### config.mk
export PLATFORM = sky130hd
export DESIGN_NAME = bsp_regs
export DESIGN_NICKNAME = d
export VERILOG_FILES = /design/src/bsp_pkg.sv /design/src/bsp_regs.sv
export SDC_FILE = /design/constraint.sdc
export NUM_CORES = 1
export LEC_CHECK = 0
export ABC_AREA = 1
export BUFFER_PORTS_ARGS = -buffer_cell sky130_fd_sc_hd__buf_4
export CAP_MARGIN = 20
export CORE_AREA = 5 5 186 188
export DETAILED_ROUTE_END_ITERATION = 16
export DIE_AREA = 0 0 191 193
export PLACE_DENSITY = 0.56
export SLEW_MARGIN = 20
export SYNTH_ARGS = -nofsm -noshare
export SYNTH_HDL_FRONTEND = slang
export SYNTH_SLANG_ARGS = --single-unit
### constraint.sdc
create_clock -name aclk -period 1.5 [get_ports aclk]
set_clock_uncertainty 0.1 [all_clocks]
set_input_delay 0.3 -clock aclk [delete_from_list [all_inputs] [get_ports aclk]]
set_output_delay 0.3 -clock aclk [all_outputs]
set_load 0.02 [all_outputs]
### src/bsp_pkg.sv
package bsp_pkg;

    // screen and texture geometry
    localparam int SCREEN_WIDTH  = 1024;
    localparam int SCREEN_HEIGHT = 768;
    localparam int TEX_SIDE      = 64;
    localparam int TEX_CELLS     = TEX_SIDE * TEX_SIDE;

    localparam int COL_W  = 10;                   // column, row and bound fields
    localparam int TEX_AW = $clog2(TEX_SIDE);     // texel coordinate
    localparam int TEX_IW = 12;                   // tex_index field
    localparam int TSZ_W  = 7;                    // tex_width / tex_height

    // arithmetic widths
    localparam int MUL_W = 33;                    // signed multiplier operands
    localparam int ACC_W = 50;                    // det / numx / numy
    localparam int DVD_W = 66;                    // divider dividend and quotient
    localparam int DVS_W = 50;                    // divider divisor

    localparam int PADDR_W = 5;

    // input modes
    localparam logic [1:0] MODE_DEPTH   = 2'd0;
    localparam logic [1:0] MODE_TEXEL   = 2'd1;
    localparam logic [1:0] MODE_PROJECT = 2'd2;
    localparam logic [1:0] MODE_QUERY   = 2'd3;

    // register indexes (byte address = 4 * index)
    localparam logic [2:0] REG_PLAYER_X   = 3'd0;
    localparam logic [2:0] REG_PLAYER_Y   = 3'd1;
    localparam logic [2:0] REG_DIR_X      = 3'd2;
    localparam logic [2:0] REG_DIR_Y      = 3'd3;
    localparam logic [2:0] REG_PLANE_X    = 3'd4;
    localparam logic [2:0] REG_PLANE_Y    = 3'd5;
    localparam logic [2:0] REG_TEX_WIDTH  = 3'd6;
    localparam logic [2:0] REG_TEX_HEIGHT = 3'd7;

    typedef struct packed {
        logic [1:0]        mode;
        logic [COL_W-1:0]  column;
        logic [COL_W-1:0]  row;
        logic [30:0]       depth_value;
        logic [TEX_IW-1:0] tex_index;
        logic [23:0]       texel;
        logic signed [31:0] sprite_x;
        logic signed [31:0] sprite_y;
        logic              quarter_size;
    } in_word_t;

    typedef struct packed {
        logic               draw;
        logic [23:0]        color;
        logic signed [31:0] center_column;
        logic [COL_W-1:0]   first_column;
        logic [COL_W-1:0]   last_column;
        logic [COL_W-1:0]   first_row;
        logic [COL_W-1:0]   last_row;
        logic [15:0]        size_pixels;
        logic               in_front;
    } out_word_t;

    typedef struct packed {
        logic signed [31:0] player_x;
        logic signed [31:0] player_y;
        logic signed [31:0] dir_x;
        logic signed [31:0] dir_y;
        logic signed [31:0] plane_x;
        logic signed [31:0] plane_y;
        logic [TSZ_W-1:0]   tex_width;
        logic [TSZ_W-1:0]   tex_height;
    } cfg_t;

    typedef enum logic [2:0] {
        MS_DET_A, MS_DET_B, MS_NX_A, MS_NX_B, MS_NY_A, MS_NY_B, MS_TX, MS_TY
    } mul_sel_t;

    typedef enum logic [1:0] {
        DS_DEPTH, DS_CENTER, DS_SIZE, DS_TEX
    } div_sel_t;

    typedef struct packed {
        logic     load;
        logic     mul_en;
        mul_sel_t mul_sel;
        logic     acc_en;
        mul_sel_t acc_sel;
        logic     div_start;
        div_sel_t div_sel;
        logic     fin_depth;
        logic     fin_center;
        logic     fin_size;
        logic     bounds;
        logic     chk;
        logic     fin_tx;
        logic     fin_ty;
        logic     result;
    } cmd_t;

    typedef struct packed {
        logic div_done;
        logic pass;
    } status_t;

endpackage

### src/bsp_regs.sv
module bsp_regs
    import bsp_pkg::*;
(
    input  logic               aclk,
    input  logic               aresetn,
    input  logic               psel,
    input  logic               penable,
    input  logic               pwrite,
    input  logic [PADDR_W-1:0] paddr,
    input  logic [31:0]        pwdata,
    output logic [31:0]        prdata,
    output logic               pready,
    output cfg_t               cfg
);

    cfg_t cfg_reg;
    logic [2:0] idx;

    assign idx    = paddr[PADDR_W-1:2];
    assign pready = 1'b1;
    assign cfg    = cfg_reg;

    always_ff @(posedge aclk) begin
        if (!aresetn) begin
            cfg_reg.player_x   <= '0;
            cfg_reg.player_y   <= '0;
            cfg_reg.dir_x      <= 32'sd65536;
            cfg_reg.dir_y      <= '0;
            cfg_reg.plane_x    <= '0;
            cfg_reg.plane_y    <= 32'sd43254;
            cfg_reg.tex_width  <= TSZ_W'(TEX_SIDE);
            cfg_reg.tex_height <= TSZ_W'(TEX_SIDE);
        end else if (psel && penable && pwrite) begin
            case (idx)
                REG_PLAYER_X:   cfg_reg.player_x   <= pwdata;
                REG_PLAYER_Y:   cfg_reg.player_y   <= pwdata;
                REG_DIR_X:      cfg_reg.dir_x      <= pwdata;
                REG_DIR_Y:      cfg_reg.dir_y      <= pwdata;
                REG_PLANE_X:    cfg_reg.plane_x    <= pwdata;
                REG_PLANE_Y:    cfg_reg.plane_y    <= pwdata;
                REG_TEX_WIDTH:  cfg_reg.tex_width  <= pwdata[TSZ_W-1:0];
                REG_TEX_HEIGHT: cfg_reg.tex_height <= pwdata[TSZ_W-1:0];
                default: ;
            endcase
        end
    end

    always_comb begin
        case (idx)
            REG_PLAYER_X:   prdata = cfg_reg.player_x;
            REG_PLAYER_Y:   prdata = cfg_reg.player_y;
            REG_DIR_X:      prdata = cfg_reg.dir_x;
            REG_DIR_Y:      prdata = cfg_reg.dir_y;
            REG_PLANE_X:    prdata = cfg_reg.plane_x;
            REG_PLANE_Y:    prdata = cfg_reg.plane_y;
            REG_TEX_WIDTH:  prdata = 32'(cfg_reg.tex_width);
            REG_TEX_HEIGHT: prdata = 32'(cfg_reg.tex_height);
            default:        prdata = '0;
        endcase
    end

endmodule

Word level (Yosys, flattened, before mapping)
Index checks and enable logic that the tools add are counted.
{"block": "totals", "register_bits": 206, "wordCells": 27}
{"block": "op_classes", "n_eq_ne": 7, "muxes": 1, "n_reduce_logical": 11}
{"operator": "32-bit case mux with 8 select lines", "n": 1}
{"operator": "2-bit AND reduction", "n": 8}
{"operator": "3-bit == test, second input constant", "n": 4}
{"operator": "3-bit by 2-bit == test with 1-bit output, second input constant", "n": 2}
{"operator": "3-bit by 1-bit == test with 1-bit output, second input constant", "n": 1}
{"operator": "3-bit zero test", "n": 1}
{"operator": "1-bit logical AND", "n": 2}

Logic depth before layout (Yosys ltp)
Gate-level depths: netlist of run 1.
{"block": "depth", "word_depth": 3, "ltp_mapped": 8, "mapped_depth_nobuf": 6}

Least setup slack after synthesis of run 1
Ideal clock, no wire load.
{"block": "synth_timing", "path_kind": "input-to-output", "startpoint": "input paddr[3]", "endpoint": "output prdata[5]", "arrival_time_ns": 1.225, "t_required_ns": 1.100, "path_slack_ns": -0.125, "stages": 7, "n_path_buf": 3, "path_cell_list": "buf_4 -> buf_2 -> buf_2 -> nand4_1 -> nand2_1 -> nor2_1 -> nand3_1"}
{"block": "synth_via", "elab_chain_len": 2}
{"element": "start: declaration", "line": "bsp_regs.sv:9", "source": "input logic [PADDR_W-1:0] paddr,"}
{"element": "3-bit == test, or another cell as far along", "line": "bsp_regs.sv:49", "source": "case (idx)"}
{"element": "32-bit case mux with 8 select lines (*)", "line": "bsp_regs.sv:49"}
{"element": "end: declaration", "line": "bsp_regs.sv:11", "source": "output logic [31:0] prdata,"}
Mark *: on every way between the ends. The rest lies on a longest branch, timed or not.

Worst setup path after layout of run 1
{"block": "layout_timing", "startpoint": "register cfg_reg (netlist bit cfg[122])", "endpoint": "output prdata[12]"}
{"block": "layout_via", "elab_chain_len": 1}
{"element": "start: declaration", "line": "bsp_regs.sv:16", "source": "cfg_t cfg_reg;"}
{"element": "32-bit case mux with 8 select lines", "line": "bsp_regs.sv:49"}
Every way passes these cells.

==> metrics.md, run 1 <==
| Metric | Value |
|---|---|
| Cts bufs inserted | `23` |
| Layout Area Growth over Synthesis | `61.28%` |
| Asr flop ratio synth | `0` |
| RSZ-0062 raised after global routing | `yes` |
| Leakage power | `between 0.007 and 0.008 µW` |
| Post-Route WL | `45.22 mm` |
| Final net count | `about 1800` |
| Post-Synth Adder-Cell Area | `0` |
| Clock latency on the worst-skew pair | `0.51 ns` |
| Vias per cell | `5.016` |
| Max reg flops | `slightly above 200` |
| Reg-to-reg slack, setup | `roughly 0.53 ns` |
| Peak Freq | `~530 MHz` |
| Most common cell in the synthesized netlist | `nor2_1` |
| Antenna-violating nets left | `0` |
| Synth area leaders | `dfxtp_1, nor2_1, o21ai_0` |
| Root buffer cell | `clkbuf_16` |
| Syn_area_per_cell | `7.027 µm²` |
| Synth Cell Area | `9662 µm²` |
| TritonCTS clock tree | `built` |
| Die Span X | `191 µm` |
| #FFs+latches synth | `206` |
| Final setup TNS | `-9.557 ns` |
| Status | `finished, violations left` |
| First-pass GRT wire length | `65.84 mm` |
| Simple logic cell fraction of the synthesized area | `0.3454` |
| Worst vdd ir | `between 0.0006 and 0.0007 V` |
| Initial antenna violation count | `0` |
| H-tree lvl count | `1` |
| Critical path class | `flip-flop to output port` |
| Syn Inst Count | `approximately 1400` |
| Total number of vias | `11050` |
| Final setup vio count | `39` |
| Max-Cap Viols | `0` |
| DIE HEIGHT | `193 µm` |
| Worst EP required | `between 1 and 1.5 ns` |
| Cell variety after synth | `25` |
| Largest area contributor in the netlist | `dfxtp_1` |
| Hold Path Cell Cnt | `3` |
| Clock sinks | `206` |
| Pwr Density | `848.9 nW/µm²` |
| Final Hold Fails | `0` |
| Number of port buffers | `277` |
| Pins over their slew limit | `0` |
| Reg2Reg Depth | `4` |
| Die ar. | `around 37000 µm²` |
| GRT Util Overall | `0.2292` |
| Synth top area share | `0.4268` |
| Tmin final | `roughly 1.9 ns` |
| Most frequent cells after synthesis | `nor2_1, dfxtp_1, o21ai_0` |
| Top_reg_cell synth | `dfxtp_1` |
| Dpl cell area | `12840 µm²` |
| Boundary pin count | `281` |
| Combinational family with the most area after synthesis | `simple AND/OR/NAND/NOR gates` |
| Failing checks | `negative setup slack` |
| Post-synthesis mux area share | `0` |
| R2R Path End | `cfg[132]` |
| CTS max path bufs | `3` |
| R2R Path Start | `cfg[132]` |
| Syn nets | `about 1400` |
| Final HPWL DP | `31.03 mm` |
| Layout Cells excl Fill | `2203` |
| Register area share after synthesis | `0.4268` |
| Crit share post-route | `1.252` |
| Crit start category | `flip-flop` |
| Worst-path fanout max | `2` |
| Layout cells sized above 1 | `0.4048` |
| Worst Hold End | `cfg[71]` |
| Routed wire per std cell | `20.53 µm` |
| Row cnt | `67` |
| Global route total overflow | `0` |
| Clock Pin Slew Worst Setup and Hold Paths | `0.07 ns` |
| Element type at the critical path end | `output port` |
| Inst Count DP | `2076` |
| Synth warn | `0` |
| Design Power | `13230 µW` |
| DRC errors left | `0` |
| Hold Startpoint | `pwdata[25]` |
| Xor/xnor share of the synthesized area | `0` |
| Setup WS post-layout | `-0.3787 ns` |
| Final hold slack | `around 0.013 ns` |
| DR iter-0 viols | `973` |
| Core area | `32950 µm²` |
| Cell area after layout | `15580 µm²` |
| Post-synth EDFFs | `0` |
| RD Place Congestion | `0.9416` |
| Worst path arrival time | `1.48 ns` |
| Hold Path Class | `input pin to flip-flop` |
| Vias in the first global route | `10434` |
| Largest net degree at the start of global routing | `75` |
| DRT Pass-1 Iters | `5` |
| CP startpoint | `cfg[122]` |
| Initial core utilization | `0.2933` |
| Post-synthesis compound-gate area fraction | `0.1173` |
## worst max path at each step
| stage | endpoint | cells past startpoint | slack (ns) |
|---|---|---|---|
| 2_1_floorplan | prdata[14] | 8 | -0.006 |
| 3_3_place_gp | prdata[10] | 9 | -0.44 |
| 3_5_place_dp | prdata[11] | 9 | -0.45 |
| 4_1_cts | prdata[12] | 6 | -0.41 |
| 5_1_grt | prdata[12] | 6 | -0.42 |
| 6_report | prdata[12] | 6 | -0.38 |
## what timing repair did
action,in CTS,in global routing
pin swaps,99,75
setup endpoints to repair,56,89
buffers inserted,57,22
endpoints found under the hold margin,27,0
hold buffers,10,0
gates cloned,6,4
gates resized for setup,258,133
## worst max-delay path, stage by stage (launching register included)
cell     delay [ns]
dfxtp_2        0.34
nand4_1        0.10
nand2_2        0.08
nor2_4         0.12
buf_4          0.14
nand3_2        0.06
buf_6          0.13
## area by class of cell
| type | count | area [µm²] |
|---|---|---|
| Timing Repair Buffer | 459 | 4667 |
| Antenna cell | 1 | 2.502 |
| Sequential cell | 206 | 4280 |
| Inverter | 91 | 359.1 |
| Clock inverter | 8 | 127.6 |
| Clock buffer | 33 | 673.1 |
| Multi-Input combinational cell | 957 | 4912 |
| Fill cell | 3193 | 17360 |
| Tap cell | 448 | 560.5 |
## cell families (layout without fill, tap and decap cells)
logic type / count (synthesis) / after routing
DFF: 206 / 206
AOI/OAI and AO/OA: 224 / 224
buffers and inverters: 213 / 591
other: 1 / 2
and+or+nand+nor: 731 / 732
## stage by stage
stage | utilization | setup WS [ns]
floorplan | - | -0.006149
global placement | 0.3896 | -0.4444
detailed placement | 0.3896 | -0.4486
CTS | 0.4551 | -0.4062
global route | 0.4729 | -0.4185
finish | 0.4730 | -0.3787
## report_power, final
group	switching [µW]	internal (µW)
Clock	2450	3650
Combinational	925	614
Sequential	64.6	5530
Total	3440	9790
## metal layers
metal  wire length (µm)  GRT usage
met1              20430     0.3346
met2              19600     0.3391
met3               3764    0.05311
met4               1428    0.06409
met5                  0          0
## cells in the final DEF, fill, tap and decap left out, types with 2 or more instances in the layout
cell type,count
buf_12,30
buf_16,2
buf_4,239
buf_6,170
buf_8,2
bufbuf_16,3
bufinv_16,3
clkbuf_1,4
clkbuf_16,26
clkbuf_8,6
clkinv_2,2
dfxtp_1,105
dfxtp_2,89
dfxtp_4,12
dlygate4sd3_1,10
inv_1,83
inv_2,4
inv_4,2
inv_8,2
nand2_1,93
nand2_2,14
nand3_1,32
nand3_2,43
nand3_4,3
nand4_1,78
nor2_1,292
nor2_2,26
nor2_4,19
nor2_8,3
nor3_1,128
o211ai_1,5
o21ai_0,170
o21ai_1,43
o21ai_2,6
(Power assumes the default switching activity.)
==> inputs of run 2 (changes only) <==
--- a/config.mk
+++ b/config.mk
@@ -5,13 +5,13 @@
 export SDC_FILE = /design/constraint.sdc
 export NUM_CORES = 1
 export LEC_CHECK = 0
-export ABC_AREA = 1
 export BUFFER_PORTS_ARGS = -buffer_cell sky130_fd_sc_hd__buf_4
 export CAP_MARGIN = 20
-export CORE_AREA = 5 5 186 188
+export CORE_AREA = 5 5 183 185
 export DETAILED_ROUTE_END_ITERATION = 16
-export DIE_AREA = 0 0 191 193
+export DIE_AREA = 0 0 188 190
 export PLACE_DENSITY = 0.56
+export SKIP_CTS_REPAIR_TIMING = 1
 export SLEW_MARGIN = 20
 export SYNTH_ARGS = -nofsm -noshare
 export SYNTH_HDL_FRONTEND = slang
==> metrics.md, run 2 <==
| Metric | Value |
|---|---|
| Status | `finished, violations left` |
| Failing checks | `negative hold slack, negative setup slack` |
| Internal power | `10140 µW (+3.6%)` |
| Die ar. | `35720 µm² (-3.1%)` |
| Initial antenna violation count | `0 (unchanged)` |
| DRC errors left | `0 (unchanged)` |
| Crit share post-route | `1.406 (+0.1531)` |
| Peak Freq | `474.3 MHz (-11%)` |
| Cts bufs inserted | `25 (+8.7%)` |
| Final Hold Fails | `7 (+7)` |
| Max reg flops | `206 (unchanged)` |
| Most common cell after layout, fill and taps aside | `nand2_1` |
| Boundary pin count | `281 (unchanged)` |
| Asr flop ratio synth | `0 (unchanged)` |
| Max-Cap Viols | `0 (unchanged)` |
| RD Place Congestion | `0.7904 (-16%)` |
| First-pass GRT wire length | `61.09 mm (-7.2%)` |
| Clock latency on the worst-skew pair | `0.52 ns (about the same)` |
| Synth area leaders | `dfxtp_1, nand2_1, a21boi_1` |
| Slew margin rel. | `0.6139` |
| Critical path class | `flip-flop to output port` |
| Synth warn | `0 (unchanged)` |
| Hold Path Class | `input pin to flip-flop` |
| Cell variety after synth | `38 (+52%)` |
| Most frequent cells after synthesis | `nand2_1, dfxtp_1, a21boi_1` |
| Final hold slack | `-0.009659 ns (-0.02224 ns)` |
| Synth Cell Area | `9397 µm² (-2.7%)` |
| Vias per cell | `4.952 (-1.3%)` |
| Final HPWL DP | `28.01 mm (-9.7%)` |
| Crit start category | `flip-flop` |
| Clk pwr share | `0.465 (+0.004)` |
| DRT Pass-1 Iters | `5 (unchanged)` |
| Row cnt | `66 (-1.5%)` |
| Logic pwr share | `0.123 (+0.007)` |
| Register area share after synthesis | `0.4389 (+0.01205)` |
| Layout Area Growth over Synthesis | `74.23%` |
| Clock sinks | `206 (unchanged)` |
| DR iter-0 viols | `553 (-43%)` |
| Worst vdd ir | `0.0007038 V (+3.4%)` |
| Flop pwr share | `0.412 (-0.011)` |
| Commonest cells after routing, fill and taps aside | `nand2_1, buf_6, buf_4, dfxtp_2, a21boi_1` |
| Top_reg_cell synth | `dfxtp_1` |
| Core area | `31880 µm² (-3.2%)` |
| Initial core utilization | `0.2948 (+0.001521)` |
| Net Sw Frac | `0.2478 (-0.01221)` |
| FILL cells | `2967 (-7.1%)` |
| Vias in the first global route | `9941 (-4.7%)` |
| Post-synth EDFFs | `0 (unchanged)` |
| Largest area contributor in the netlist | `dfxtp_1` |
| #FFs+latches synth | `206 (unchanged)` |
| Tmin final | `2.108 ns (+0.2296 ns)` |
| Slew @ Worst Pin | `0.5786 ns` |
| GRT Util Overall | `0.2165 (-0.01276)` |
| Setup WS post-layout | `-0.6083 ns (-0.2296 ns)` |
| Final setup vio count | `36 (-7.7%)` |
| Syn Inst Count | `1175 (-15%)` |
| Worst EP required | `1.10 ns (about the same)` |
| Routed wire per std cell | `20.80 µm (+1.3%)` |
| Post-Route WL | `42.62 mm (-5.7%)` |
| Synth top area share | `0.4389 (+0.01205)` |
| Worst path arrival time | `1.71 ns (+0.23 ns)` |
| Root buffer cell | `clkbuf_16` |
| Most common cell in the synthesized netlist | `nand2_1` |
| Syn nets | `1217 (-14%)` |
| Final net count | `1667 (-6.3%)` |
| Die Span X | `188 µm (-1.6%)` |
| DIE HEIGHT | `190 µm (-1.6%)` |
| Clock Pin Slew Worst Setup and Hold Paths | `0.06 ns (about the same)` |
| Number of port buffers | `277 (unchanged)` |
| Antenna-violating nets left | `0 (unchanged)` |
| Element type at the critical path end | `output port` |
| RSZ-0062 raised after global routing | `yes` |
| Pwr Density | `823.7 nW/µm² (-3.0%)` |
| Total number of vias | `10146 (-8.2%)` |
| Antenna diodes | `0 (-1)` |
| Worst-path fanout max | `2 (unchanged)` |
| CTS max path bufs | `3 (unchanged)` |
| Pins over their slew limit | `0 (unchanged)` |
| Largest net degree at the start of global routing | `84 (+12%)` |
| Layout Utilization | `0.5136 (+0.04064)` |
| H-tree lvl count | `1 (unchanged)` |
| Design Power | `13490 µW (+1.9%)` |
| TritonCTS clock tree | `built` |
| Global route total overflow | `0 (unchanged)` |
| Layout cells sized above 1 | `0.4650 (+0.06017)` |
| Leakage power | `0.006703 µW (-5.7%)` |
| Syn_area_per_cell | `7.997 µm² (+14%)` |
| P_sw | `3342 µW (-2.8%)` |
==> run 2: worst paths after layout <==
kind                            startpoint    endpoint  slack, ns  depth (start not counted)
worst min register to register    cfg[130]    cfg[130]       0.37                          2
worst max register to register      cfg[2]      cfg[2]       0.54                          4
worst min-delay path             pwdata[3]     cfg[81]      -0.01                          3
worst max-delay path              cfg[160]  prdata[18]      -0.61                          3
==> run 2: logic make-up (layout without fill, tap and decap cells) <==
kind of cell,after synthesis,in the layout,synth area share
other cells,1,1,0.0003991
compound gates,303,303,0.2430
flops,206,206,0.4389
mux,37,37,0.04194
simple gates,511,511,0.2181
buf+inv,117,583,0.05765
==> run 2: layout make-up <==
class	instances	area [µm²]	area share
Clock buffer	33	675.6	0.04127
Clock inverter	10	153.9	0.009400
Inverter	10	43.79	0.002675
Multi-Input combinational cell	852	5186	0.3168
Sequential cell	206	4290	0.2621
Tap cell	408	510.5	0.03118
Timing Repair Buffer	530	5512	0.3366
==> run 2: worst max-delay path, stage by stage (launching register included) <==
cell,delay [ns]
dfxtp_2,0.33
mux4_2,0.46
a22o_4,0.27
buf_6,0.13
==> run 2: routing by layer <==
layer / vias up / wire, µm / global-route usage
li1: 4869 / - / -
met1: 4893 / 17950 / 0.2770
met2: 327 / 21330 / 0.3828
met3: 57 / 2515 / 0.03670
met4: 0 / 823 / 0.04912
met5: - / 0 / 0
==> run 2: metrics by stage <==
| step | hold slack [ns] | TNS [ns] | area (µm²) | instances | worst slack, ns |
|---|---|---|---|---|---|
| global route | 0.002181 | -18.46 | 16370 | 2049 | -0.6702 |
| finish | -0.009659 | -15.32 | 16370 | 2049 | -0.6083 |
| global placement | 0.3602 | -107.19 | 13440 | 1943 | -0.6884 |
| CTS | -0.07764 | -22.32 | 14270 | 1986 | -0.6990 |
| floorplan | 0.3240 | -4.815 | 9608 | 1175 | -0.2781 |
| detailed placement | 0.3638 | -109.75 | 13440 | 1943 | -0.6910 |
==> run 2: power by group through the flow <==
stage                     Combinational [µW]  Clock, µW  Sequential [µW]
after floorplan                          639          0             5710
after global placement                  1360          0             5660
after detailed placement                1360          0             5660
after CTS                               1360       6390             5540
after global routing                    1750       6620             5550
final                                   1660       6280             5550
