### config.mk
export PLATFORM = sky130hd
export DESIGN_NAME = bsp_ctrl
export DESIGN_NICKNAME = d
export VERILOG_FILES = /design/src/bsp_pkg.sv /design/src/bsp_ctrl.sv
export SDC_FILE = /design/constraint.sdc
export NUM_CORES = 1
export LEC_CHECK = 0
export BUFFER_PORTS_ARGS = -buffer_cell sky130_fd_sc_hd__buf_2
export CORE_MARGIN = 2
export CORE_UTILIZATION = 46
export DETAILED_ROUTE_END_ITERATION = 8
export PLACE_DENSITY_LB_ADDON = 0.05
export SETUP_SLACK_MARGIN = 0.5
export SYNTH_ARGS = -nofsm -noshare
export SYNTH_HDL_FRONTEND = slang
export SYNTH_SLANG_ARGS = --single-unit
### constraint.sdc
create_clock -name aclk -period 1.6 [get_ports aclk]
set_clock_uncertainty 0.05 [all_clocks]
set_input_delay 0 -clock aclk [delete_from_list [all_inputs] [get_ports aclk]]
set_output_delay 0 -clock aclk [all_outputs]
set_load 0.02 [all_outputs]
### src/bsp_pkg.sv
package bsp_pkg;

    // screen and texture geometry
    localparam int SCREEN_WIDTH  = 1024;
    localparam int SCREEN_HEIGHT = 768;
    localparam int TEX_SIDE      = 64;
    localparam int TEX_CELLS     = TEX_SIDE * TEX_SIDE;

    localparam int COL_W  = 10;                   // column, row and bound fields
    localparam int TEX_AW = $clog2(TEX_SIDE);     // texel coordinate
    localparam int TEX_IW = 12;                   // tex_index field
    localparam int TSZ_W  = 7;                    // tex_width / tex_height

    // arithmetic widths
    localparam int MUL_W = 33;                    // signed multiplier operands
    localparam int ACC_W = 50;                    // det / numx / numy
    localparam int DVD_W = 66;                    // divider dividend and quotient
    localparam int DVS_W = 50;                    // divider divisor

    localparam int PADDR_W = 5;

    // input modes
    localparam logic [1:0] MODE_DEPTH   = 2'd0;
    localparam logic [1:0] MODE_TEXEL   = 2'd1;
    localparam logic [1:0] MODE_PROJECT = 2'd2;
    localparam logic [1:0] MODE_QUERY   = 2'd3;

    // register indexes (byte address = 4 * index)
    localparam logic [2:0] REG_PLAYER_X   = 3'd0;
    localparam logic [2:0] REG_PLAYER_Y   = 3'd1;
    localparam logic [2:0] REG_DIR_X      = 3'd2;
    localparam logic [2:0] REG_DIR_Y      = 3'd3;
    localparam logic [2:0] REG_PLANE_X    = 3'd4;
    localparam logic [2:0] REG_PLANE_Y    = 3'd5;
    localparam logic [2:0] REG_TEX_WIDTH  = 3'd6;
    localparam logic [2:0] REG_TEX_HEIGHT = 3'd7;

    typedef struct packed {
        logic [1:0]        mode;
        logic [COL_W-1:0]  column;
        logic [COL_W-1:0]  row;
        logic [30:0]       depth_value;
        logic [TEX_IW-1:0] tex_index;
        logic [23:0]       texel;
        logic signed [31:0] sprite_x;
        logic signed [31:0] sprite_y;
        logic              quarter_size;
    } in_word_t;

    typedef struct packed {
        logic               draw;
        logic [23:0]        color;
        logic signed [31:0] center_column;
        logic [COL_W-1:0]   first_column;
        logic [COL_W-1:0]   last_column;
        logic [COL_W-1:0]   first_row;
        logic [COL_W-1:0]   last_row;
        logic [15:0]        size_pixels;
        logic               in_front;
    } out_word_t;

    typedef struct packed {
        logic signed [31:0] player_x;
        logic signed [31:0] player_y;
        logic signed [31:0] dir_x;
        logic signed [31:0] dir_y;
        logic signed [31:0] plane_x;
        logic signed [31:0] plane_y;
        logic [TSZ_W-1:0]   tex_width;
        logic [TSZ_W-1:0]   tex_height;
    } cfg_t;

    typedef enum logic [2:0] {
        MS_DET_A, MS_DET_B, MS_NX_A, MS_NX_B, MS_NY_A, MS_NY_B, MS_TX, MS_TY
    } mul_sel_t;

    typedef enum logic [1:0] {
        DS_DEPTH, DS_CENTER, DS_SIZE, DS_TEX
    } div_sel_t;

    typedef struct packed {
        logic     load;
        logic     mul_en;
        mul_sel_t mul_sel;
        logic     acc_en;
        mul_sel_t acc_sel;
        logic     div_start;
        div_sel_t div_sel;
        logic     fin_depth;
        logic     fin_center;
        logic     fin_size;
        logic     bounds;
        logic     chk;
        logic     fin_tx;
        logic     fin_ty;
        logic     result;
    } cmd_t;

    typedef struct packed {
        logic div_done;
        logic pass;
    } status_t;

endpackage

### src/bsp_ctrl.sv
module bsp_ctrl
    import bsp_pkg::*;
(
    input  logic       aclk,
    input  logic       aresetn,
    input  logic       s_valid,
    input  logic [1:0] s_mode,
    output logic       s_ready,
    output logic       m_valid,
    input  logic       m_ready,
    input  status_t    status,
    output cmd_t       cmd
);

    localparam logic [2:0] MUL_STEPS = 3'd6;

    typedef enum logic [4:0] {
        ST_IDLE, ST_MUL,
        ST_DEP_GO, ST_DEP_WAIT, ST_CEN_GO, ST_CEN_WAIT, ST_SIZ_GO, ST_SIZ_WAIT,
        ST_BOUNDS,
        ST_QRD, ST_QCHK, ST_TX_MUL, ST_TX_GO, ST_TX_WAIT,
        ST_TY_MUL, ST_TY_GO, ST_TY_WAIT, ST_TEX,
        ST_RESULT
    } state_t;

    state_t     state_reg, state_next;
    logic [2:0] cnt_reg, cnt_next;
    logic       m_valid_reg, m_valid_next;

    always_comb begin
        cmd          = '0;
        state_next   = state_reg;
        cnt_next     = cnt_reg;
        m_valid_next = m_valid_reg && !m_ready;
        case (state_reg)
            ST_IDLE: begin
                if (s_valid) begin
                    cmd.load = 1'b1;
                    case (s_mode)
                        MODE_PROJECT: begin
                            state_next = ST_MUL;
                            cnt_next   = '0;
                        end
                        MODE_QUERY: state_next = ST_QRD;
                        default:    state_next = ST_RESULT;
                    endcase
                end
            end
            ST_MUL: begin
                if (cnt_reg < MUL_STEPS) begin
                    cmd.mul_en  = 1'b1;
                    cmd.mul_sel = mul_sel_t'(cnt_reg);
                end
                if (cnt_reg != '0) begin
                    cmd.acc_en  = 1'b1;
                    cmd.acc_sel = mul_sel_t'(cnt_reg - 3'd1);
                end
                if (cnt_reg == MUL_STEPS) begin
                    state_next = ST_DEP_GO;
                end else begin
                    cnt_next = cnt_reg + 3'd1;
                end
            end
            ST_DEP_GO: begin
                cmd.div_start = 1'b1;
                cmd.div_sel   = DS_DEPTH;
                state_next    = ST_DEP_WAIT;
            end
            ST_DEP_WAIT: begin
                if (status.div_done) begin
                    cmd.fin_depth = 1'b1;
                    state_next    = ST_CEN_GO;
                end
            end
            ST_CEN_GO: begin
                cmd.div_start = 1'b1;
                cmd.div_sel   = DS_CENTER;
                state_next    = ST_CEN_WAIT;
            end
            ST_CEN_WAIT: begin
                if (status.div_done) begin
                    cmd.fin_center = 1'b1;
                    state_next     = ST_SIZ_GO;
                end
            end
            ST_SIZ_GO: begin
                cmd.div_start = 1'b1;
                cmd.div_sel   = DS_SIZE;
                state_next    = ST_SIZ_WAIT;
            end
            ST_SIZ_WAIT: begin
                if (status.div_done) begin
                    cmd.fin_size = 1'b1;
                    state_next   = ST_BOUNDS;
                end
            end
            ST_BOUNDS: begin
                cmd.bounds = 1'b1;
                state_next = ST_RESULT;
            end
            ST_QRD: state_next = ST_QCHK;
            ST_QCHK: begin
                cmd.chk    = 1'b1;
                state_next = status.pass ? ST_TX_MUL : ST_RESULT;
            end
            ST_TX_MUL: begin
                cmd.mul_en  = 1'b1;
                cmd.mul_sel = MS_TX;
                state_next  = ST_TX_GO;
            end
            ST_TX_GO: begin
                cmd.div_start = 1'b1;
                cmd.div_sel   = DS_TEX;
                state_next    = ST_TX_WAIT;
            end
            ST_TX_WAIT: begin
                if (status.div_done) begin
                    cmd.fin_tx = 1'b1;
                    state_next = ST_TY_MUL;
                end
            end
            ST_TY_MUL: begin
                cmd.mul_en  = 1'b1;
                cmd.mul_sel = MS_TY;
                state_next  = ST_TY_GO;
            end
            ST_TY_GO: begin
                cmd.div_start = 1'b1;
                cmd.div_sel   = DS_TEX;
                state_next    = ST_TY_WAIT;
            end
            ST_TY_WAIT: begin
                if (status.div_done) begin
                    cmd.fin_ty = 1'b1;
                    state_next = ST_TEX;
                end
            end
            ST_TEX: state_next = ST_RESULT;
            ST_RESULT: begin
                if (!m_valid_reg || m_ready) begin
                    cmd.result   = 1'b1;
                    m_valid_next = 1'b1;
                    state_next   = ST_IDLE;
                end
            end
            default: state_next = ST_IDLE;
        endcase
    end

    always_ff @(posedge aclk) begin
        if (!aresetn) begin
            state_reg   <= ST_IDLE;
            cnt_reg     <= '0;
            m_valid_reg <= 1'b0;
        end else begin
            state_reg   <= state_next;
            cnt_reg     <= cnt_next;
            m_valid_reg <= m_valid_next;
        end
    end

    assign s_ready = (state_reg == ST_IDLE);
    assign m_valid = m_valid_reg;

endmodule

## Word-level counts from Yosys, hierarchy flattened

Index checks and enable logic that the tools add are counted.

| storage, ports and cells | value |
|---|---|
| word-level logic and storage cells | 82 |
| register bits after elaboration | 9 |
| output and inout port bits | 22 |
| input bits | 8 |

| operators by class | value |
|---|---|
| equal/unequal tests | 31 |
| muxes and demuxes | 34 |
| $add $sub $neg | 2 |
| $lt $le $gt $ge | 1 |
| reduce and logical (&&, ||, !) cells | 11 |

Operator list:

| cell | number |
|---|---|
| one-hot mux 5 bit (18 select lines) | 1 |
| two-way mux 5 bit | 9 |
| equality test 5 x 4 -> 1 bit, second input constant | 8 |
| equality test 5 x 3 -> 1 bit, second input constant | 4 |
| != test 2 bit, second input constant | 9 |
| equality test 5 bit, second input constant | 3 |
| two-way mux 1 bit | 14 |
| two-way mux 4 bit | 3 |
| one-hot mux 3 bit (4 select lines) | 1 |
| one-hot mux 4 bit (3 select lines) | 1 |
| equality test 5 x 2 -> 1 bit, second input constant | 2 |
| one-hot mux 5 bit (2 select lines) | 1 |
| two-way mux 3 bit | 3 |
| AND reduction 8 bit | 1 |
| one-hot mux 3 bit (2 select lines) | 1 |
| equality test 5 x 1 -> 1 bit, second input constant | 1 |
| logical NOT 5 bit | 1 |
| equality test 2 bit, second input constant | 2 |
| AND reduction 4 bit | 1 |
| OR reduction 2 bit | 2 |
| adder 3 x 1 -> 3 bit, second input constant | 1 |
| equality test 3 bit, second input constant | 1 |
| < comparator 3 bit, second input constant | 1 |
| nonzero test 3 bit | 1 |
| other kinds (6) | 7 |

## Longest topological paths before layout

Gate-level depths: netlist of the first run.

| logic depth | value |
|---|---|
| word-level depth | 4 |
| mapped depth | 7 |
| gate-level depth less buffers | 7 |

## Worst setup path before layout of the first run

No wires, ideal clock.

| timing | value |
|---|---|
| kind | reg-to-reg |
| from | register cnt_reg[0] |
| to | register state_reg[2] |
| required time | 1428 ps |
| setup slack | 14 ps |
| buffers on the path | 0 |
| setup time | 122 ps |
| stages on the path, launching flop included | 8 |
| arrival time | 1414 ps |
| clock period less this slack | 1586 ps |
| cells stage by stage | dfxtp_1 inv_1 ha_1 a21boi_1 o21ai_2 o21ai_4 nor2_2 a221o_1 |

| on the way | value |
|---|---|
| word-level cells in the longest chain between the ends | 3 |

Ends and longest elaborated chain:

| what | line | RTL |
|---|---|---|
| start, declared | bsp_ctrl.sv:27 | `logic [2:0] cnt_reg, cnt_next;` |
| start signal, assigned | bsp_ctrl.sv:157 | `cnt_reg <= cnt_next;` |
| equality test 3 bit | bsp_ctrl.sv:58 | `if (cnt_reg == MUL_STEPS) begin` |
| != test 2 bit (no source line) | - |  |
| AND reduction 8 bit (no source line) | - |  |
| end signal, assigned | bsp_ctrl.sv:156 | `state_reg <= state_next;` |
| end, declared | bsp_ctrl.sv:26 | `state_t state_reg, state_next;` |

Every way passes these cells.
A chain may end at the register's enable or synchronous reset.

## Worst setup path in the final report of the first run

| timing | value |
|---|---|
| from | register state_reg[0] |
| to | register state_reg[4] |

| on the way | value |
|---|---|
| word-level cells in the longest chain between the ends | 3 |
| elaborated cells on any way between the ends | 30 |
| those cells by class | eq/ne (26); mux (1); reduce/logical (3) |

Ends and longest elaborated chain:

| what | line | RTL |
|---|---|---|
| equality test 5 x 4 -> 1 bit (tied with other cells) | bsp_ctrl.sv:35 | `case (state_reg)` |
| OR reduction 2 bit (no source line) / != test 2 bit (equally long branches) | - |  |
| one-hot mux 5 bit (18 select lines) / AND reduction 8 bit (equally long branches) | - |  |

Parallel ways exist; a longest one is shown, timed or not.

==> summary.txt, run 1 <==
Synth
  – Synth Area in Simple Gates: 37.74%
  – Syn Nets: 157
  – Distinct cells, synth: 52
  – Adder-Cell Fraction of Synth Area: 6.068%
  – Yosys warning count: 0
  – Largest family of logic cells by synthesized area: simple AND/OR/NAND/NOR gates
  – Seq/Total Area, Yosys: 17.48%
  – Top FF cell, synth: dfxtp_1
  – Mapped Cells: 144
  – EDFF count, synth: 0
  – Multiplexer share of the synthesized area: 0.9709%
  – Register bit count reported by yosys: 9
  – Post-synth ARST share: 0%
  – Xor/xnor share of the synthesized area: 1.699%
  – Post-Syn Area: 1031 um2
  – Compound-Gate Fraction of Synth Area: 26.94%
  – Mapped Avg Cell Area: 7.160 um2

Route
  – Post-Route WL: 5599 um
  – Initial drt markers: 132
  – DRC viols: 0
  – Final ANT Viol Nets: 0
  – Via density: 6.435
  – DRT Pass-1 Iters: 5
  – Total number of vias: 1596
  – WL/cell: 22.58 um

Floorplanning
  – Core area: 2170 um2
  – Die Wd: 51.34 um
  – Die area: 2636 um2
  – IO Pins: 30
  – Starting Density: 47.52%
  – Die height: 51.34 um
  – # rows: 17

Critical path
  – Maximum net fanout on the critical path: 10
  – Crit-path slowest cell: dfxtp_4
  – Worst Path Buf+Inv: 1
  – CP Data Required Time: 1.72 ns
  – Top delay family on crit path: compound AO/OA/AOI/OAI gates
  – Endpoint class of the critical path: register
  – Critical Path, Cell by Cell: buf_4, nor3_1, a21oi_1, o31ai_1, nor2_1, a211oi_2
  – CP peak stage delay: 0.38 ns
  – Kind of start point of the critical path: register
  – WS Path Type: reg2reg
  – R2R Setup Slk: -0.17 ns
  – Arrival time worst endpoint: 1.90 ns

Finish
  – Diode count: 0
  – Fin nets: 234
  – Final instance area: 2078 um2
  – Area grow syn2layout: 101.6%
  – Share of cells above drive strength 1: 70.45%
  – Max FFs per register: 5

Pwr
  – Sw Share: 47.89%
  – Total internal power: 1604 uW
  – Seq pwr share: 12.0%
  – Combinational share of power: 82.0%
  – Lkg Pwr: 0.0008436 uW
  – Power Density: 1481 nW/um2
  – Maximum vdd drop: 0.001216 V
  – P_sw: 1474 uW
  – Clk network pwr share: 6.0%

STA
  – Hold Fails Final Rpt: 0
  – Setup violators final: 23
  – Fin crit share: 110.8%
  – RSZ-0062 raised after global routing: true
  – Fin. max-slew vios: 0
  – Relative slew slack: 72.27%
  – Setup slack after layout: -0.1727 ns
  – Worst Max-Slew Pin Slew: 0.4121 ns
  – FMAX: 0.5641 GHz
  – Tmin final: 1.773 ns

CTS
  – Sink Count: 9
  – Num CTS Buffers: 3
  – CTS tree: done
  – Worst-path clk slew: 0.07 ns
  – Clock root buffer: clkbuf_4
  – H-tree lvl count: 1
  – Max clock buf depth: 2
  – Clock latency on the worst-skew pair: 0.27 ns

GRT
  – Vias in the first global route: 1444
  – First-pass GRT wire length: 6637 um
  – Antenna violations before repair: 0
  – Met1 global-route usage: 37.08%
  – GRT Overall Usage: 33.82%
  – Grt total ovfl: 0
  – Largest net degree at the start of global routing: 12
  – Met2 Resource Use GR: 63.64%
  – GRT busiest layer: met2
  – GR Util met3: 6.725%

Place
  – HPWL after DPL: 2637 um
  – Post-DP Area: 1464 um2
  – Port buffer count: 29
  – RePlAce Congestion: 0.8626
  – Pre-CTS setup slack: -0.08665 ns

Run status
  – Status: complete, but fails checks
  – Violations in the final reports: negative setup slack

Flow run
  – Max cap viols: 0

Worst hold path
  – Worst Hold Class: in2reg
## layer usage
metal	routed length, um	share of wire (%)	vias up
met3	609	11	49
met2	2718	49	158
met4	374	6.7	0
met5	0	0	-
li1	-	-	672
met1	1897	34	717
## logic make-up (layout without fill, tap and decap cells)
family,Yosys count,in the layout
fa+ha+maj,5,5
mux,1,1
buf+inv,18,94
flops,9,9
compound gates,40,40
simple gates,69,69
xor+xnor,2,2
## layout by cell type, fill, tap and decap left out, types with 2 or more instances in the layout
cell,synthesis,final
nor3_1,5,2
ha_2,0,2
ha_1,5,2
o21ai_0,4,3
inv_2,0,2
o21ai_2,2,2
clkbuf_4,0,3
dfxtp_4,0,5
nand2_1,15,10
dfxtp_2,0,2
nand3_1,4,2
a21oi_1,12,8
nor2_1,17,6
nor3_2,0,2
inv_1,7,4
buf_4,1,38
a21oi_2,1,5
dfxtp_1,9,2
or3_4,0,3
nor2_4,0,8
nand2b_1,4,3
buf_6,2,34
nor2_2,1,4
nand2b_4,2,3
nor4_1,2,2
o31ai_4,0,2
and3_4,0,2
buf_2,6,9
nand3_4,0,2
nand2_2,1,5
nor3_4,1,2
o211ai_1,2,2
## path summary, 6_finish.rpt
path,startpoint,end,depth (start not counted)
max reg2reg,state_reg[0],state_reg[4],6
max,state_reg[0],state_reg[4],6
min,aresetn,cnt_reg[0],3
min reg2reg,cnt_reg[1],cnt_reg[1],3
## final cells by class
cell class | count | area (um2)
clock inverter | 1 | 5.005
multi-input combinational | 117 | 1059
clock buffer | 3 | 22.52
tap | 28 | 35.03
timing repair buffer | 82 | 723.2
sequential | 9 | 201.4
fill | 47 | 91.34
inverter | 8 | 32.53
## synth_stat cells, drive strengths merged, types with 2 or more instances
master | instances | area share, %
o21ai | 7 | 5.2
nor4 | 3 | 2.4
o211ai | 2 | 1.5
or3 | 3 | 1.8
nand3 | 4 | 1.9
and3 | 4 | 2.4
ha | 5 | 6.1
inv | 7 | 2.5
o31ai | 3 | 2.2
a31oi | 2 | 1.2
nor3 | 6 | 4.0
nand2 | 16 | 6.1
nand2b | 7 | 5.9
xnor2 | 2 | 1.7
a211oi | 2 | 1.5
a21oi | 13 | 6.7
nor2 | 18 | 6.8
dfxtp | 9 | 17
buf | 9 | 5.8
## what timing repair did
action | in CTS | in global routing
gates resized for setup | 72 | 42
buffers inserted | 11 | 9
hold buffers | 1 | 0
cloned | 1 | 0
hold endpoints to repair | 1 | 0
pin swaps | 14 | 13
setup endpoints to repair | 30 | 30
## tightest hold or removal path, cell delays in order
cell and delay, ns:
buf_2 0.12, clkinv_1 0.21, a21oi_2 0.05
## through the flow
stage	util (%)	hold slack, ns	TNS, ns	total power [uW]	std cells
5_1_grt	95.79	0.1054	-2.796	3160	248
2_1_floorplan	-	0.08900	0	1329	144
3_3_place_gp	67.47	0.2338	-0.4454	1849	222
3_5_place_dp	67.47	0.2377	-0.6163	1864	222
6_report	95.79	0.09926	-1.718	3078	248
4_1_cts	84.66	0.006434	-0.3528	2501	239
## power by group through the flow
stage / sequential (uW) / clock [uW] / combinational, uW
2_1_floorplan: 292 / 0 / 1040
3_3_place_gp: 359 / 0 / 1490
3_5_place_dp: 359 / 0 / 1500
4_1_cts: 356 / 189 / 1960
5_1_grt: 369 / 196 / 2600
6_report: 370 / 185 / 2520
Power figures use the tool's default switching activity.
==> inputs of run 2 (changes only) <==
--- a/config.mk
+++ b/config.mk
@@ -14,3 +14,4 @@
 export SYNTH_ARGS = -nofsm -noshare
 export SYNTH_HDL_FRONTEND = slang
 export SYNTH_SLANG_ARGS = --single-unit
+export TNS_END_PERCENT = 20
==> constraint.sdc (replaced) <==
create_clock -name aclk -period 1.6 [get_ports aclk]
set_clock_uncertainty 0.05 [all_clocks]
set_input_delay 0 -clock aclk [delete_from_list [all_inputs] [get_ports aclk]]
set_output_delay 0 -clock aclk [all_outputs]
set_load 0.01 [all_outputs]
==> summary.txt, run 2 (synthesized netlist as in run 1, its figures left out) <==
Finish
  – Sequential Area: 201.4 um2
  – Area grow syn2layout: 75.00%
  – Fin nets: 230
  – Share of cells above drive strength 1: 61.11%
  – Diode count: 0
  – Max FFs per register: 5
  – Leading cell type in the layout, fill and taps excluded: buf_4
  – Most frequent cells in the layout: buf_4, buf_2, buf_6
  – Filler cells: 138
  – Multi-input gate area: 914.6 um2

Place
  – Pre-CTS setup slack: -0.04700 ns
  – HPWL after DPL: 2415 um
  – Port buffer count: 29
  – RePlAce Congestion: 0.9115

Floorplanning
  – Die height: 51.34 um
  – # rows: 17
  – Starting Density: 47.52%
  – IO Pins: 30
  – Core area: 2170 um2
  – Die Wd: 51.34 um
  – Die area: 2636 um2

CTS
  – Clock latency on the worst-skew pair: 0.27 ns
  – Worst-path clk slew: 0.07 ns
  – Max clock buf depth: 2
  – H-tree lvl count: 1
  – Num CTS Buffers: 3
  – Clock root buffer: clkbuf_4
  – Sink Count: 9
  – CTS tree: done

Worst hold path
  – Hold Crit Start: aresetn
  – Worst Hold Class: in2reg

STA
  – Setup violators final: 11
  – FMAX: 0.5910 GHz
  – Worst Max-Slew Pin Slew: 0.4879 ns
  – Setup slack after layout: -0.09193 ns
  – Fin crit share: 105.7%
  – Tmin final: 1.692 ns
  – Relative slew slack: 67.03%
  – Hold Fails Final Rpt: 0
  – Fin. max-slew vios: 0
  – RSZ-0062 raised after global routing: true

Pwr
  – Power Density: 1464 nW/um2
  – Lkg Pwr: 0.0008139 uW
  – Total power: 2642 uW
  – Maximum vdd drop: 0.001187 V

Route
  – Final ANT Viol Nets: 0
  – DRT Pass-1 Iters: 5
  – DRC viols: 0
  – Via density: 5.889
  – Post-Route WL: 4254 um
  – Initial drt markers: 85
  – Total number of vias: 1437
  – WL/cell: 17.43 um

GRT
  – Antenna violations before repair: 0
  – First-pass GRT wire length: 5878 um
  – Vias in the first global route: 1218
  – Grt total ovfl: 0
  – GRT Overall Usage: 30.56%
  – Largest net degree at the start of global routing: 10

Run status
  – Violations in the final reports: negative setup slack
  – Status: complete, but fails checks

Flow run
  – Max cap viols: 0

Critical path
  – WS Path Type: reg2reg
  – CP Data Required Time: 1.73 ns
  – Arrival time worst endpoint: 1.82 ns
  – CP Launch Point: state_reg[1]
  – Endpoint class of the critical path: register
  – Maximum net fanout on the critical path: 6
  – Kind of start point of the critical path: register
  – RR Startpoint: state_reg[1]
-- run 2: cell type report --
cell class,count,share of cell area [%]
Clock inverter,1,0.2774
Sequential cell,9,11.17
Timing Repair Buffer,78,32.73
Clock buffer,3,1.248
Tap cell,28,1.942
Multi-Input combinational cell,117,50.69
Inverter,8,1.942
-- run 2: through the flow --
step                      cells  cell area (um2)  utilization, %   TNS, ns  hold slack [ns]
after floorplan             144             1035               -         0          0.06527
after global placement      218             1354           62.40   -0.1008           0.2249
after detailed placement    218             1354           62.40   -0.1523           0.2402
after CTS                   235             1633           75.26  -0.02876          0.05234
after global routing        244             1804           83.16    -1.357           0.1045
final                       244             1804           83.16   -0.5149          0.08563
-- run 2: report_power, final --
group          total, uW  internal, uW  switching [uW]
clock network        187          92.5            94.0
logic               2090          1060            1020
registers            368           289            78.1
total               2640          1450            1200
-- run 2: per-layer routing --
layer	up-vias	wire length, um	global-route usage, %
li1	660	-	-
met1	657	1558	33.99
met2	97	2116	52.38
met3	23	389	8.187
met4	0	189	17.11
met5	-	0	0
-- run 2: what timing repair did --
item                                    4_1_cts  5_1_grt
hold endpoints to repair                      2        0
gates resized for setup                      47       26
pin swaps                                    24       22
hold buffers                                  1        0
endpoints found under the setup margin       30       30
buffers inserted                             12        9
-- run 2: path summary, 6_finish.rpt --
| check | slack [ns] | cells past startpoint | end |
|---|---|---|---|
| worst max-delay path | -0.09 | 7 | state_reg[3] |
| worst min-delay path | 0.09 | 3 | cnt_reg[1] |
| worst max register to register | -0.09 | 7 | state_reg[3] |
| worst min register to register | 0.56 | 3 | cnt_reg[0] |
-- run 2: critical path, stage by stage, from the launching register on --
cell	delay, ns
dfxtp_4	0.36
buf_6	0.13
nand2b_4	0.14
a211o_1	0.31
a21oi_2	0.18
nor2_2	0.08
buf_4	0.15
o211ai_1	0.20
